$ cat src/lzss_pkg.sv
// Shared types, constants and defaults of the LZSS stream decompressor.
`timescale 1ns / 1ps

package lzss_pkg;

   // Fixed field widths.
   localparam int BYTE_W    = 8;
   localparam int BUF_W     = 24;
   localparam int CNT_W     = 5;
   localparam int OUT_LEN_W = 32;

   // Defaults of the top-level parameters.
   localparam int DEF_WINDOW_SIZE = 8192;
   localparam int DEF_OFFSET_BITS = 13;
   localparam int DEF_LENGTH_BITS = 4;
   localparam int DEF_MIN_MATCH   = 3;

   // Controller states.
   typedef enum logic [2:0] {
      ST_IDLE,
      ST_CHECK,
      ST_READ,
      ST_WRITE,
      ST_FINISH
   } state_type;

   // Which token field the bit reader expects next.
   typedef enum logic [1:0] {
      PH_FLAG,
      PH_LITERAL,
      PH_OFFSET,
      PH_LENGTH
   } phase_type;

   // Commands from the controller to the datapath.
   typedef struct packed {
      logic accept;
      logic pad;
      logic take;
      logic stop_met;
      logic rd;
      logic copy_push;
      logic copy_end;
      logic flush;
   } ctrl_cmd_type;

   // Status from the datapath to the controller.
   typedef struct packed {
      logic      stopped;
      phase_type phase;
      logic      short_bits;
      logic      len_met;
      logic      end_marker;
      logic      copy_done;
      logic      can_push;
      logic      out_free;
      logic      hold_valid;
      logic      last_flag;
   } dp_status_type;

endpackage

$ cat src/lzss_ctrl.sv
// Token sequencer of the LZSS stream decompressor.
`timescale 1ns / 1ps

module lzss_ctrl (
   input  logic                   clock,
   input  logic                   reset,
   input  logic                   req_valid,
   input  logic                   req_first_byte,
   output logic                   req_stall,
   input  lzss_pkg::dp_status_type sts,
   output lzss_pkg::ctrl_cmd_type  cmd
);
   import lzss_pkg::*;

   state_type state_ff;
   state_type state_in;
   logic      needs_slot;

   // A literal or an end marker may place a result in the hold stage.
   assign needs_slot = (sts.phase == PH_LITERAL) || (sts.phase == PH_OFFSET);

   // State register.
   always_ff @(posedge clock) begin
      if (reset) begin
         state_ff <= ST_IDLE;
      end else begin
         state_ff <= state_in;
      end
   end

   // Next state.
   always_comb begin
      state_in = state_ff;
      unique case (state_ff)
         ST_IDLE: begin
            if (req_valid && (req_first_byte || !sts.stopped)) begin
               state_in = ST_CHECK;
            end
         end
         ST_CHECK: begin
            if (sts.len_met) begin
               if (sts.can_push) begin
                  state_in = ST_FINISH;
               end
            end else if (sts.short_bits) begin
               if (!sts.last_flag) begin
                  state_in = ST_FINISH;
               end
            end else if (!needs_slot || sts.can_push) begin
               case (sts.phase)
                  PH_LENGTH: state_in = ST_READ;
                  PH_OFFSET: state_in = sts.end_marker ? ST_FINISH : ST_CHECK;
                  default:   state_in = ST_CHECK;
               endcase
            end
         end
         ST_READ: begin
            state_in = (sts.len_met || sts.copy_done) ? ST_CHECK : ST_WRITE;
         end
         ST_WRITE: begin
            if (sts.can_push) begin
               state_in = ST_READ;
            end
         end
         ST_FINISH: begin
            if (!sts.hold_valid || sts.out_free) begin
               state_in = ST_IDLE;
            end
         end
         default: state_in = ST_IDLE;
      endcase
   end

   // Commands and input handshake.
   always_comb begin
      cmd       = '0;
      req_stall = 1'b1;
      unique case (state_ff)
         ST_IDLE: begin
            req_stall  = 1'b0;
            cmd.accept = req_valid;
         end
         ST_CHECK: begin
            if (sts.len_met) begin
               cmd.stop_met = sts.can_push;
            end else if (sts.short_bits) begin
               cmd.pad = sts.last_flag;
            end else begin
               cmd.take = !needs_slot || sts.can_push;
            end
         end
         ST_READ: begin
            if (sts.len_met || sts.copy_done) begin
               cmd.copy_end = 1'b1;
            end else begin
               cmd.rd = 1'b1;
            end
         end
         ST_WRITE: begin
            cmd.copy_push = sts.can_push;
         end
         ST_FINISH: begin
            cmd.flush = sts.hold_valid && sts.out_free;
         end
         default: begin
            cmd = '0;
         end
      endcase
   end

endmodule

$ cat config.mk
export PLATFORM = sky130hd
export DESIGN_NAME = lzss_ctrl
export DESIGN_NICKNAME = d
export VERILOG_FILES = /design/src/lzss_pkg.sv /design/src/lzss_ctrl.sv
export SDC_FILE = /design/constraint.sdc
export NUM_CORES = 1
export LEC_CHECK = 0
export ABC_AREA = 1
export BUFFER_PORTS_ARGS = -buffer_cell sky130_fd_sc_hd__buf_2
export CORE_AREA = 2 2 39 41
export DETAILED_ROUTE_END_ITERATION = 10
export DIE_AREA = 0 0 41 43
export PLACE_DENSITY_LB_ADDON = 0.15
export SLEW_MARGIN = 20
export SYNTH_ARGS = -nofsm -noshare
export SYNTH_HDL_FRONTEND = slang
export SYNTH_SLANG_ARGS = --single-unit
$ cat constraint.sdc
create_clock -name clock -period 1.3 [get_ports clock]
set_input_delay 0.13 -clock clock [delete_from_list [all_inputs] [get_ports clock]]
set_output_delay 0.13 -clock clock [all_outputs]
set_load 0.005 [all_outputs]
* Word-level counts from Yosys, hierarchy flattened
Cells that the tools add are included.
** Storage, ports and cells
- Bits in read-only memories :: 0
- RAM bits :: 0
- Bits of input ports :: 15
- Memories :: 0
- Register bits after elaboration :: 3
- Word-level logic and storage cells :: 51
- Bits in latches :: 0
- Output and inout port bits :: 9
** Cells by class
- Multipliers :: 0
- Muxes and demuxes :: 25
- Div/mod/pow operators :: 0
- Shift-type cells :: 0
- Reductions and logical operators :: 12
- Add/sub/neg operators :: 0
- Equal/unequal tests :: 13
- Bitwise logic cells :: 0
- $lt $le $gt $ge :: 0
** Operators by type and width (count)
- 2-to-1 mux 3 bit :: 10
- case mux 3 bit (5 select lines) :: 1
- 2-to-1 mux 1 bit :: 11
- inequality test 4 bit (second input constant) :: 2
- == test 3 x 2 -> 1 bit (second input constant) :: 2
- inequality test 2 bit (second input constant) :: 3
- case mux 3 bit (2 select lines) :: 1
- AND reduction 6 bit :: 1
- logical OR 1 bit :: 5
- == test 2 bit (second input constant) :: 2
- 2-to-1 mux 2 bit :: 2
- == test 3 x 1 -> 1 bit (second input constant) :: 1
- == test 3 bit (second input constant) :: 1
- zero test 1 bit :: 3
- zero test 3 bit :: 1
- inequality test 3 bit (second input constant) :: 1
- == test 2 x 1 -> 1 bit (second input constant) :: 1
- logical AND 1 bit :: 2

* Depth between registers and ports, before layout
- Depth after elaboration :: 8
- Gate-level depth with buffers :: 9
- Depth with buffers taken out :: 9

* Least setup slack after synthesis
No wires, ideal clock.
- Path type :: flip-flop to flip-flop
- Start point :: register state_ff[2]
- End point :: register state_ff[1]
- Arrival time :: 980 ps
- Cell stages (with the launch flop) :: 8
- Library setup time :: 115 ps
- Setup slack :: 205 ps
- Buffers on the path :: 1
- Path through :: dfxtp_1 buf_6 nor2_2 nand2_2 nor2_4 nor2_2 a21oi_1 nor2_1
** On the way
- Cells in the longest elaborated chain, start to end :: 3
- Elaborated cells between the ends (all ways) :: 13
** Ends and longest elaborated chain
- start, declared :: RTL line lzss_ctrl.sv:15 : state_type state_ff;
- start signal, assigned :: RTL line lzss_ctrl.sv:27 : state_ff <= state_in;
- == test 3 x 1 -> 1 bit (tied with other cells) :: RTL line lzss_ctrl.sv:34 : unique case (state_ff)
- inequality test 4 bit (no source line) (tied with other cells)
- AND reduction 6 bit (no source line)
Parallel ways exist; a longest one is shown, timed or not.
A chain may end at the register's enable or synchronous reset.

==> flow_metrics.env <==
export IMPL_critical_path_class="reg -> out"
export IMPL_drt_wl_total_mm=1.009
export IMPL_clk_pin_slew_ns=0.04
export IMPL_top_regs="state_ff: 3 flops"
export IMPL_cap_violations=0
export IMPL_required_ns=1.17
export IMPL_htreeDepth=1
export IMPL_yosys_warnings=0
export IMPL_power_leakage_uw=0.0003532
export IMPL_worstPathArrival_ns=1.08
export IMPL_p_int_uw=448.9
export IMPL_cts_path_max_buffers=2
export IMPL_total_power_uw=826.7
export IMPL_setup_tns_ns=0
export IMPL_final_antenna_net_count=0
export IMPL_largest_register_ffs=3
export IMPL_status="finished, final reports clean"
export IMPL_ys_seq_area_frac=0.1412
export IMPL_tightest_slew_ns=0.2354
export IMPL_io_pins=24
export IMPL_yosysTopAreaCell="dfxtp_1"
export IMPL_clock_skew_ns=0.006882
export IMPL_viasPerCell=4.552
export IMPL_fin_util=0.4295
export IMPL_netSwitchingFraction=0.4570
export IMPL_firstDrtPassIters=2
export IMPL_syn_to_final_growth_pct=39.71
export IMPL_die_w_microns=41
export IMPL_grt_pass1_wl_mm=1.518
export IMPL_start_util=0.3074
export IMPL_yosys_top_cells_count="nor2_1 (16), inv_1 (12), nand2_1 (9), nand3_1 (9), nor2_2 (5)"
export IMPL_hold_viol_final=0
export IMPL_drv_slew=0
export IMPL_seqPwrFrac=0.250
export IMPL_wire_per_inst_microns=8.698
export IMPL_synth_enable_flop_cells=0
export IMPL_n_fill_cell=160
export IMPL_finalCritPeriodShare=0.9295
export IMPL_slew_headroom=0.8414
export IMPL_irDropWorstVdd_uv=548.7
export IMPL_min_path_type="in -> reg"
export IMPL_timing_hold_ws_ns=0.1524
export IMPL_grt_pass1_vias=407
export IMPL_cts_buffers=3
export IMPL_syn_area_per_cell_sq_um=5.749
export IMPL_async_flop_share=0
export IMPL_core_sq_mm=0.001384
export IMPL_syn_area_sq_um=425.4
export IMPL_fin_nets=119
export IMPL_power_frac_clock=0.199
export IMPL_grt_usage=0.1194
export IMPL_antenna_found_initial=0
export IMPL_vias=528
export IMPL_worstSetupStartpointType="flip-flop"
export IMPL_synth_top_flop_cell="dfxtp_1"
export IMPL_fmax_mhz=827.6
export IMPL_period_needed_ns=1.208
export IMPL_ys_ff_latch=3
export IMPL_endpoint_kind="output pin"
export IMPL_syn_inst=74
export IMPL_cts_root_buf="clkbuf_4"
export IMPL_gp_congestion=0.7802
export IMPL_cp_slowest_cell="dfxtp_2"
export IMPL_grt_overflow_total=0
export IMPL_drive_above_1_share=0.4200
export IMPL_synth_top_area_frac=0.1412
export IMPL_p_switching_uw=377.8
export IMPL_drtIter0Drc=7
export IMPL_top_register="state_ff"
export IMPL_p_comb_frac=0.551
export IMPL_synth_cell_types=18
export IMPL_place_hpwl_microns=857.5
export IMPL_rsz0062_at_grt="no"
export IMPL_row_count=14
export IMPL_grt_start_max_net_pins=9
export IMPL_synth_most_common_cell="nor2_1"
export IMPL_drc=0
export IMPL_worstSkewPairLatency_ns=0.23
export IMPL_fin_area_sq_um=594.3
export IMPL_placed_area_sq_um=549.3
export IMPL_crit_path_max_fanout=6
export IMPL_die_area_sq_mm=0.001763
export IMPL_max_stage_delay_ns=0.35
export IMPL_tritoncts="built"
export IMPL_power_density_mw_per_mm2=1391
export IMPL_die_height_microns=43
export IMPL_syn_nets=92
export IMPL_cts_sinks=3
export IMPL_numPortBuffers=23
export IMPL_timing_critical_path_cells="inv_2, nand2_1, nor2_2, nand2_2, inv_1, buf_2"
export IMPL_setup_violations=0
export IMPL_diodes=0
export IMPL_synth_area_top_cells="dfxtp_1 (14%), nor2_1 (14%), nand3_1 (11%)"
through the flow:
step / std cells / worst slack (ns)
after detailed placement: 112 / 0.06564
after floorplan: 74 / 0.2050
after CTS: 116 / 0.02510
after global placement: 112 / 0.06017
final: 116 / 0.09162
after global routing: 116 / 0.01700
routing by layer:
layer  part of all wire  global-route usage
met2               0.51              0.2000
met1               0.44              0.1571
met3              0.042                   0
met5                  0                   0
met4                  0             0.04000
repair_timing:
action	in CTS	in global routing
resized for setup	1	6
buffers inserted	0	0
setup endpoints to repair	2	7
hold buffers	0	0
power groups by stage:
stage	clock network, uW	registers, uW	logic, uW
floorplan	0	159	362
detailed placement	0	190	443
finish	165	207	455
global placement	0	189	446
CTS	170	189	445
global route	168	214	528
layout by cell type (no fill, tap or decap):
master     n
buf_2     23
nor2_1    16
inv_1     12
nand3_1    9
nand2_1    8
nor2_2     4
nand2_2    4
nor2_4     3
a21oi_1    3
ha_1       3
clkbuf_4   3
dfxtp_2    2
inv_2      1
o21ai_0    1
nor3_2     1
nor3_1     1
nor4_1     1
nand3b_1   1
o21ai_1    1
nor3b_1    1
clkbuf_1   1
dfxtp_4    1
worst max-delay path: cells and delay by family (launching register included):
kind	cells	cell delay, ns
and+or+nand+nor	3	0.26
buffers and inverters	3	0.23
DFF	1	0.35
area by class of cell:
| type | instances | area, sq um | area share |
|---|---|---|---|
| clock buffers | 4 | 26.28 | 0.04421 |
| inverters | 13 | 48.80 | 0.08211 |
| multi-input cells | 57 | 317.8 | 0.5347 |
| flip-flops and latches | 3 | 66.31 | 0.1116 |
| well taps | 16 | 20.02 | 0.03368 |
| repair buffers | 23 | 115.1 | 0.1937 |
final timing paths:
path / start / slack, ns / depth (start not counted) / to
max reg2reg: state_ff[2] / 0.16 / 6 / state_ff[0]
min reg2reg: state_ff[1] / 0.56 / 2 / state_ff[1]
max: state_ff[1] / 0.09 / 6 / cmd[6]
min: reset / 0.15 / 4 / state_ff[2]
cells by family (layout without fill, tap and decap cells):
logic type | count (synthesis) | count (layout) | synth area share
AOI/OAI and AO/OA | 5 | 5 | 0.05879
adders and majority gates | 3 | 3 | 0.08824
buffers and inverters | 14 | 40 | 0.1412
DFF | 3 | 3 | 0.1412
and+or+nand+nor | 49 | 49 | 0.5706
(Power assumes the default switching activity.)
